**src/rtl/ms_pkg.sv**
```systemverilog
// Package for the merge sorter: beat structs of both channels and the
// command/status structs between controller and datapath. No dependencies.
`default_nettype none

package ms_pkg;

  localparam int unsigned DATA_W = 32;

  // Input beat: one element of the set
  typedef struct packed {
    logic signed [DATA_W-1:0] value;
    logic                     last;
  } in_beat_t;

  // Output beat: one element in sorted order
  typedef struct packed {
    logic signed [DATA_W-1:0] sorted_value;
    logic                     final_res;
    logic                     dropped;
  } out_beat_t;

  // Controller -> datapath
  typedef struct packed {
    logic load;      // take input beats into buffer 0
    logic pass_init; // start a merge pass (or the emit phase)
    logic run_init;  // set up the next pair of runs
    logic merge;     // move one element into the destination buffer
    logic emit;      // stream the sorted buffer out
  } cmd_t;

  // Datapath -> controller
  typedef struct packed {
    logic last_acc;   // input beat with last flag accepted
    logic sorted;     // run width covers the whole set
    logic pass_end;   // no runs left in this pass
    logic run_last;   // this merge step fills the last slot of the run
    logic final_load; // last sorted element went into the output register
  } sts_t;

endpackage

`default_nettype wire

```
**src/rtl/ms_ctrl.sv**
```systemverilog
// Merge sorter controller: sequences load, merge passes and emit.
// Depends on ms_pkg (cmd_t, sts_t).
`default_nettype none

module ms_ctrl (
  input  wire logic         clk_i,
  input  wire logic         rst_ni,
  input  wire ms_pkg::sts_t sts_i,
  output ms_pkg::cmd_t      cmd_o
);

  import ms_pkg::*;

  localparam logic [2:0] ST_LOAD  = 3'd0;
  localparam logic [2:0] ST_PASS  = 3'd1;
  localparam logic [2:0] ST_RUN   = 3'd2;
  localparam logic [2:0] ST_MERGE = 3'd3;
  localparam logic [2:0] ST_EMIT  = 3'd4;

  logic [2:0] state_q;
  logic [2:0] state_d;

  // Next state
  always_comb begin
    state_d = state_q;
    unique case (state_q)
      ST_LOAD:  if (sts_i.last_acc) state_d = ST_PASS;
      ST_PASS:  state_d = sts_i.sorted ? ST_EMIT : ST_RUN;
      ST_RUN:   state_d = sts_i.pass_end ? ST_PASS : ST_MERGE;
      ST_MERGE: if (sts_i.run_last) state_d = ST_RUN;
      ST_EMIT:  if (sts_i.final_load) state_d = ST_LOAD;
      default:  state_d = ST_LOAD;
    endcase
  end

  always_ff @(posedge clk_i or negedge rst_ni) begin
    if (!rst_ni) begin
      state_q <= ST_LOAD;
    end else begin
      state_q <= state_d;
    end
  end

  // Commands decoded from state
  always_comb begin
    cmd_o = '0;
    unique case (state_q)
      ST_LOAD:  cmd_o.load      = 1'b1;
      ST_PASS:  cmd_o.pass_init = 1'b1;
      ST_RUN:   cmd_o.run_init  = 1'b1;
      ST_MERGE: cmd_o.merge     = 1'b1;
      ST_EMIT:  cmd_o.emit      = 1'b1;
      default:  cmd_o = '0;
    endcase
  end

endmodule

`default_nettype wire

```
**config.mk**
```make
export PLATFORM = sky130hd
export DESIGN_NAME = ms_ctrl
export DESIGN_NICKNAME = d
export VERILOG_FILES = /design/src/rtl/ms_pkg.sv /design/src/rtl/ms_ctrl.sv
export SDC_FILE = /design/constraint.sdc
export NUM_CORES = 1
export LEC_CHECK = 0
export BUFFER_PORTS_ARGS = -buffer_cell sky130_fd_sc_hd__buf_2
export CAP_MARGIN = 20
export CORE_AREA = 2 2 39 41
export CTS_BUF_LIST = sky130_fd_sc_hd__clkbuf_2
export DETAILED_ROUTE_END_ITERATION = 10
export DIE_AREA = 0 0 41 43
export MAX_ROUTING_LAYER = met4
export PLACE_DENSITY_LB_ADDON = 0.15
export SLEW_MARGIN = 25
export SYNTH_ARGS = -nofsm -noshare
export SYNTH_HDL_FRONTEND = slang
export SYNTH_SLANG_ARGS = --single-unit
export TNS_END_PERCENT = 1
```
**constraint.sdc**
```tcl
create_clock -name clk_i -period 1.45 [get_ports clk_i]
set_clock_uncertainty 0.2 [all_clocks]
set_input_delay 0.145 -clock clk_i [delete_from_list [all_inputs] [get_ports clk_i]]
set_output_delay 0.145 -clock clk_i [all_outputs]
set_load 0.1 [all_outputs]
```
==> results of run 1 <==
==> stage by stage <==
step           util (%)  setup TNS, ns  hold slack (ns)  cells  setup WS, ns
3_5_place_dp       29.0              0           -0.256     49        0.0936
5_1_grt            37.7         -0.405           0.0328     61        -0.107
2_1_floorplan         -         -0.947           -0.351     19        -0.236
6_report           37.7         -0.164           0.0307     61       -0.0619
4_1_cts            37.7         -0.194           0.0258     61       -0.0682
3_3_place_gp       29.0              0           -0.261     49        0.0915
==> cells in the final DEF, fill, tap and decap left out, drive strengths merged, types with 2 or more instances in the layout <==
cell         instances
buf                 18
clkbuf               4
dfrtp                3
dlygate4sd3          5
nand2b               3
nor2                 3
nor3                 2
==> worst max-delay path, cell delays in order, from the launching register on <==
cell and delay, ns:
dfrtp_1 0.40, buf_6 0.15, nor3_4 0.21, buf_12 0.20
==> layer usage <==
layer	global-route usage [%]	part of all wire, %
met1	8.12	32
met2	13.1	64
met3	1.57	3.3
met4	8.00	0
met5	-	0
==> logic make-up (layout without fill, tap and decap cells) <==
logic type,after synthesis,in the layout,share of synthesized area [%]
AOI/OAI and AO/OA,3,3,13.0
buffers and inverters,2,28,8.22
DFF,3,3,41.1
and+or+nand+nor,11,11,37.7
==> final cells by class <==
| cell class | count | area, um2 | area share (%) |
|---|---|---|---|
| clock buffer | 4 | 20.0 | 3.84 |
| sequential | 3 | 77.6 | 14.9 |
| tap | 16 | 20.0 | 3.84 |
| inverter | 1 | 3.75 | 0.719 |
| timing repair buffer | 23 | 251 | 48.2 |
| multi-input combinational | 14 | 149 | 28.5 |
==> worst paths after layout <==
kind                                 start         end  slack [ns]  cells past startpoint
worst max-delay path            state_q[0]    cmd_o[2]       -0.06                      3
worst max register to register  state_q[0]  state_q[2]       -0.01                      4
worst min-delay path              sts_i[4]  state_q[0]        0.03                      3
worst min register to register  state_q[2]  state_q[0]        0.42                      2
max in group asynchronous           rst_ni  state_q[2]        0.87                      2
min in group asynchronous           rst_ni  state_q[1]        0.06                      2
==> what timing repair did <==
item / in CTS / in global routing
endpoints found under the setup margin: 5 / 6
buffers inserted: 3 / 0
gates resized for setup: 8 / 1
hold buffers: 5 / 0
endpoints found under the hold margin: 6 / 0
pin swaps: 2 / 2
==> impl_metrics.toml, run 1 <==
[outcome]
status = "complete, but fails checks"
violations = "negative setup slack"

[drt]
finalWirelength_um = 570
drc = 0
viasPerCell = 3.84
wl_per_cell_um = 9.34
drt-initial-drc-count = 0
firstDrtPassIters = 1
postRouteAntennaNets = 0
vias = 234

[die]
rows = 14
dieArea_um2 = 1760
die_h_um = 43
start_util_pct = 13.2
ioPinCount = 12
die_x_um = 41
core-area_um2 = 1380

[placed_design]
gp_congestion = 0.682
dp_hpwl_um = 404
place_area_um2 = 402
io_buffers = 11

[finish]
n_antenna_cell = 0
final_area_um2 = 522
largest_reg_flops = 3
top_regs = "state_q x3"
regMostFlops = "state_q"
fin_nets = 53
layout-drive-gt1-share_pct = 73.3
fillCellCount = 140
area_growth_syn_to_layout_pct = 186

[timing]
finalSetupViolCount = 4
worst_pin_slew_ns = 0.211
min_period_ns = 1.51
rsz0062_at_grt = "yes"
max-slew-margin-rel_pct = 85.9
min_period_over_period_pct = 104
fmax_ghz = 0.661
setup_slack_ns = -0.0619
drv_slew = 0
hold_viol = 0

[logic_synthesis]
synth_cell_types = 12
netlist.area_leader.share_pct = 41.1
synth.avg_cell_area_um2 = 9.61
yosys_most_used_dff = "dfrtp_1"
yosys_warnings = 0
synthCells = 19
seq_area_frac_synth_pct = 41.1
synth_top_area_cell = "dfrtp_1"
async_flop_share_pct = 100
synth_edf_count = 0
synth_nets = 26
synth_area_leaders = "dfrtp_1 (41%), nand2b_1 (10%), or4b_4 (7.5%)"
synth_commonest_cells = "dfrtp_1 (3), nand2b_1 (3), nor2_1 (3)"
syn_area_um2 = 183
ys_ff_latch = 3

[global_routing]
grt_max_degree = 6
grt_pass1_wl_um = 931
overflow = 0
grt_pass1_vias = 239
antenna_found_initial = 0
grtUsageTotal_pct = 8.46

[setup_path]
arrival_ns = 1.17
critPathMaxFanout = 3
worstPathRequired_ns = 1.11
endpoint_kind = "primary output"
crit_type = "flop to primary output"
start_kind = "flop"

[clocking]
numCtsBuffers = 3
clock_path_buffers = 2
root_buffer = "clkbuf_2"
clk_pin_slew_ns = 0.05
clock-sinks = 3
tritoncts = "done"
htreeDepth = 1
worstSkewPairLatency_ns = 0.20

[run]
max_cap_violations = 0

[worst_hold_path]
hold_path.class = "primary input to flop"
Power of run 1 is left out: the tool's default activity adds up to more than one toggle a clock period on the data nets, which glitch-free logic cannot reach.
==> run 2, diff against run 1 <==
==> constraint.sdc (replaced) <==
create_clock -name clk_i -period 1.45 [get_ports clk_i]
set_clock_uncertainty 0.2 [all_clocks]
set_input_delay 0.29 -clock clk_i [delete_from_list [all_inputs] [get_ports clk_i]]
set_output_delay 0.29 -clock clk_i [all_outputs]
set_load 0.1 [all_outputs]
==> run 2 against run 1 <==
The flow still finishes with violations (negative setup slack). Worst setup slack worse by 0.17 ns. Core utilization decreased by 3.7 points. Sequential share of layout area is 1.6 points higher. Non-clock buffer count fell by 4. Die area stayed put. Fmax fell by 10%. Routed wire length down 12%. Via count decreased by 4.7%. Sequential cell count did not move. First-iteration DRC count rose by 1. Critical path type unchanged.
==> impl_metrics.toml, run 2 (same netlist as run 1, synthesis figures left out) <==
[outcome]
status = "complete, but fails checks"
violations = "negative setup slack"

[setup_path]
r2r_end = "state_q[2]"
crit_type = "flop to primary output"
r2r_slack_ns = -0.01
start_kind = "flop"
worstPathRequired_ns = 0.96
endpoint_kind = "primary output"
reg2regPathDepth = 3
critPathMaxFanout = 3
r2r-start = "state_q[0]"
arrival_ns = 1.19

[placed_design]
io_buffers = 11
gp_congestion = 0.679
place_area_um2 = 429
dp_cells = 51
dp_hpwl_um = 415

[global_routing]
antenna_found_initial = 0
grt_pass1_vias = 244
grtUsageTotal_pct = 8.68
overflow = 0
grt_max_degree = 6
grt_pass1_wl_um = 959

[finish]
layout-drive-gt1-share_pct = 78.0
final_area_um2 = 470
regMostFlops = "state_q"
fin_nets = 49
stdcell_count = 57
layout_common_cells = "buf_2 (6), buf_12 (6), buf_4 (6), clkbuf_2 (4)"
n_antenna_cell = 0
largest_reg_flops = 3
top_regs = "state_q x3"
area_growth_syn_to_layout_pct = 158

[timing]
min_period_ns = 1.68
rsz0062_at_grt = "yes"
setup_slack_ns = -0.231
fmax_ghz = 0.595
worst_pin_slew_ns = 0.211
hold_viol = 0
finalSetupViolCount = 6
max-slew-margin-rel_pct = 85.9
drv_slew = 0
min_period_over_period_pct = 116

[worst_hold_path]
hold_path.class = "primary input to flop"
hold_depth = 2
hold_end = "state_q[0]"
min_from = "sts_i[1]"

[clocking]
clk_pin_slew_ns = 0.04
numCtsBuffers = 3
worstSkewPairLatency_ns = 0.20
clock-sinks = 3
root_buffer = "clkbuf_2"
tritoncts = "done"
htreeDepth = 1
clock_path_buffers = 2

[drt]
wl_per_cell_um = 8.81
viasPerCell = 3.91
finalWirelength_um = 502
drt-initial-drc-count = 1
drc = 0
postRouteAntennaNets = 0
vias = 223
firstDrtPassIters = 3

[die]
die_h_um = 43
ioPinCount = 12
dieArea_um2 = 1760
rows = 14
core-area_um2 = 1380
start_util_pct = 13.2
die_x_um = 41

[run]
max_cap_violations = 0
run 2: cell types whose count changed in the layout (fill, tap and decap cells not counted), sizes merged:
cell,change
dlygate4sd3,-4
run 2: worst max-delay path: stages, from the launching register on:
cell and delay, ns:
dfrtp_1 0.42, buf_12 0.16, nor3b_4 0.20, buf_12 0.20
run 2: area by class of cell:
type	instances	area (um2)
Clock buffer	4	20.0
Fill cell	154	913
Inverter	1	3.75
Multi-Input combinational cell	14	144
Sequential cell	3	77.6
Tap cell	16	20.0
Timing Repair Buffer	19	205
run 2: worst max path at each step:
stage | start | end | slack, ns | cells past startpoint
finish | state_q[0] | cmd_o[0] | -0.23 | 3
global route | state_q[0] | cmd_o[0] | -0.29 | 3
CTS | state_q[0] | cmd_o[0] | -0.24 | 3
detailed placement | state_q[0] | cmd_o[0] | -0.03 | 3
global placement | state_q[1] | cmd_o[2] | -0.02 | 3
floorplan | state_q[1] | cmd_o[0] | -0.38 | 2
run 2: metrics by stage:
step | setup slack, ns | utilization (%) | setup TNS, ns | hold slack [ns]
2_1_floorplan | -0.381 | - | -1.67 | -0.206
3_3_place_gp | -0.0244 | 31.0 | -0.0542 | -0.113
3_5_place_dp | -0.0286 | 31.0 | -0.0409 | -0.111
4_1_cts | -0.237 | 33.8 | -1.15 | 0.0440
5_1_grt | -0.295 | 34.0 | -1.36 | 0.0486
6_report | -0.231 | 34.0 | -1.01 | 0.0610
run 2: repair_timing:
| item | 4_1_cts | 5_1_grt |
|---|---|---|
| resized for setup | 1 | 1 |
| hold buffers | 1 | 0 |
| hold endpoints to repair | 3 | 0 |
| setup buffers | 1 | 0 |
| setup endpoints to repair | 5 | 6 |
run 2: layer usage:
metal | global-route usage (%) | routed length, um | vias up
met2 | 12.8 | 314 | 6
li1 | - | - | 112
met4 | 8.00 | 0 | 0
met1 | 8.14 | 163 | 105
met3 | 3.14 | 23 | 0
met5 | - | 0 | -
Power of run 2 is left out for the same reason.
==> run 3, diff against run 2 <==
Settings changed: PLACE_DENSITY_LB_ADDON 0.15 to default.
==> run 3 against run 2 <==
The run still ends with negative setup slack left. Sequential share of layout area fell by 1.7 points. Critical endpoint unchanged. Die area did not move. Critical path depth did not move. Cell count rose by 11%. Routed wire length rose by 14%. First-iteration DRC count rose to 3.0 times the previous value. Worst hold slack improved by 0.0062 ns. Via count rose by 9.4%. Largest cell class unchanged. Final area rose by 11%. Count of clock-buffer cells in the layout did not move.
==> impl_metrics.toml, run 3 (same netlist as run 1, synthesis figures left out) <==
[drt]
wl_per_cell_um = 9.05
viasPerCell = 3.87
drc = 0
finalWirelength_um = 570
postRouteAntennaNets = 0
vias = 244
firstDrtPassIters = 3
drt-initial-drc-count = 3

[timing]
min_period_ns = 1.67
setup_slack_ns = -0.224
drv_slew = 0
hold_viol = 0
min_period_over_period_pct = 115
rsz0062_at_grt = "yes"
worst_pin_slew_ns = 0.226
max-slew-margin-rel_pct = 84.9
fmax_ghz = 0.597
finalSetupViolCount = 6
fin_setup_tns_ns = -0.910

[setup_path]
worstPathRequired_ns = 0.96
start_kind = "flop"
endpoint_kind = "primary output"
crit_type = "flop to primary output"
arrival_ns = 1.18
path_cells = "buf_4, nor3b_4, buf_12"
cp_slowest_cell = "dfrtp_2"
critPathMaxStageDelay_ns = 0.42
critPathMaxFanout = 4

[worst_hold_path]
hold_path.class = "primary input to flop"

[finish]
layout_common_cells = "buf_4 (9), buf_2 (6), buf_12 (5), clkbuf_2 (4), buf_6 (4)"
regMostFlops = "state_q"
fin_nets = 55
n_antenna_cell = 0
layout_commonest_cell = "buf_4"
area_growth_syn_to_layout_pct = 186
top_regs = "state_q x3"
largest_reg_flops = 3
fillCellCount = 140
layout-drive-gt1-share_pct = 80.9

[placed_design]
gp_congestion = 0.650
io_buffers = 11
dp_hpwl_um = 416

[global_routing]
grt_max_degree = 6
grtUsageTotal_pct = 9.08
grt_pass1_wl_um = 938
overflow = 0
antenna_found_initial = 0
grt_pass1_vias = 255

[clocking]
worstSkewPairLatency_ns = 0.21
root_buffer = "clkbuf_2"
tritoncts = "done"
clock-sinks = 3
numCtsBuffers = 3
htreeDepth = 1
clock_path_buffers = 2
clk_pin_slew_ns = 0.04

[outcome]
status = "complete, but fails checks"
violations = "negative setup slack"

[die]
ioPinCount = 12
dieArea_um2 = 1760
die_x_um = 41
rows = 14
die_h_um = 43
start_util_pct = 13.2
core-area_um2 = 1380

[run]
max_cap_violations = 0
-- run 3: changes by cell type in the layout (fill, tap and decap cells not counted), sizes merged --
cell | previous run | this run
buf | 18 | 24
-- run 3: worst paths after layout --
path | start | end | slack (ns) | cells after the start
min | sts_i[2] | state_q[1] | 0.07 | 2
min reg2reg | state_q[1] | state_q[2] | 0.50 | 3
max | state_q[1] | cmd_o[0] | -0.22 | 3
max reg2reg | state_q[0] | state_q[2] | -0.01 | 4
min in group asynchronous | rst_ni | state_q[2] | 0.21 | 2
max in group asynchronous | rst_ni | state_q[1] | 0.71 | 2
-- run 3: stage by stage --
| step | cell area [um2] | setup WS [ns] | utilization [%] | instances | hold WS [ns] |
|---|---|---|---|---|---|
| CTS | 494 | -0.225 | 35.7 | 61 | 0.0585 |
| floorplan | 233 | -0.381 | - | 19 | -0.206 |
| global route | 523 | -0.265 | 37.8 | 63 | 0.0644 |
| global placement | 439 | 0.00141 | 31.7 | 54 | -0.113 |
| detailed placement | 439 | -0.00611 | 31.7 | 54 | -0.111 |
| finish | 523 | -0.224 | 37.8 | 63 | 0.0672 |
-- run 3: final cells by class --
class	count	area (um2)	share of cell area (%)
multi-input cells	14	149	28.5
inverters	1	3.75	0.718
flip-flops and latches	3	77.6	14.8
clock buffers	4	20.0	3.83
repair buffers	25	253	48.3
well taps	16	20.0	3.83
-- run 3: what timing repair did --
| item | 4_1_cts | 5_1_grt |
|---|---|---|
| gates resized for setup | 3 | 4 |
| pin swaps | 2 | 2 |
| setup buffers | 2 | 2 |
| hold buffers | 1 | 0 |
| endpoints found under the setup margin | 5 | 6 |
| hold endpoints to repair | 3 | 0 |
-- run 3: layer usage --
| metal | up-vias | global-route usage, % | routed length, um |
|---|---|---|---|
| li1 | 122 | - | - |
| met1 | 113 | 7.47 | 192 |
| met2 | 9 | 13.8 | 346 |
| met3 | 0 | 3.14 | 31 |
| met4 | 0 | 10.0 | 0 |
| met5 | - | - | 0 |
-- run 3: critical path: cells and delay by family (launching register included) --
kind | cells | cell delay, ns
and+or+nand+nor | 1 | 0.22
DFF | 1 | 0.42
buffers and inverters | 2 | 0.35
Power of run 3 is left out for the same reason.
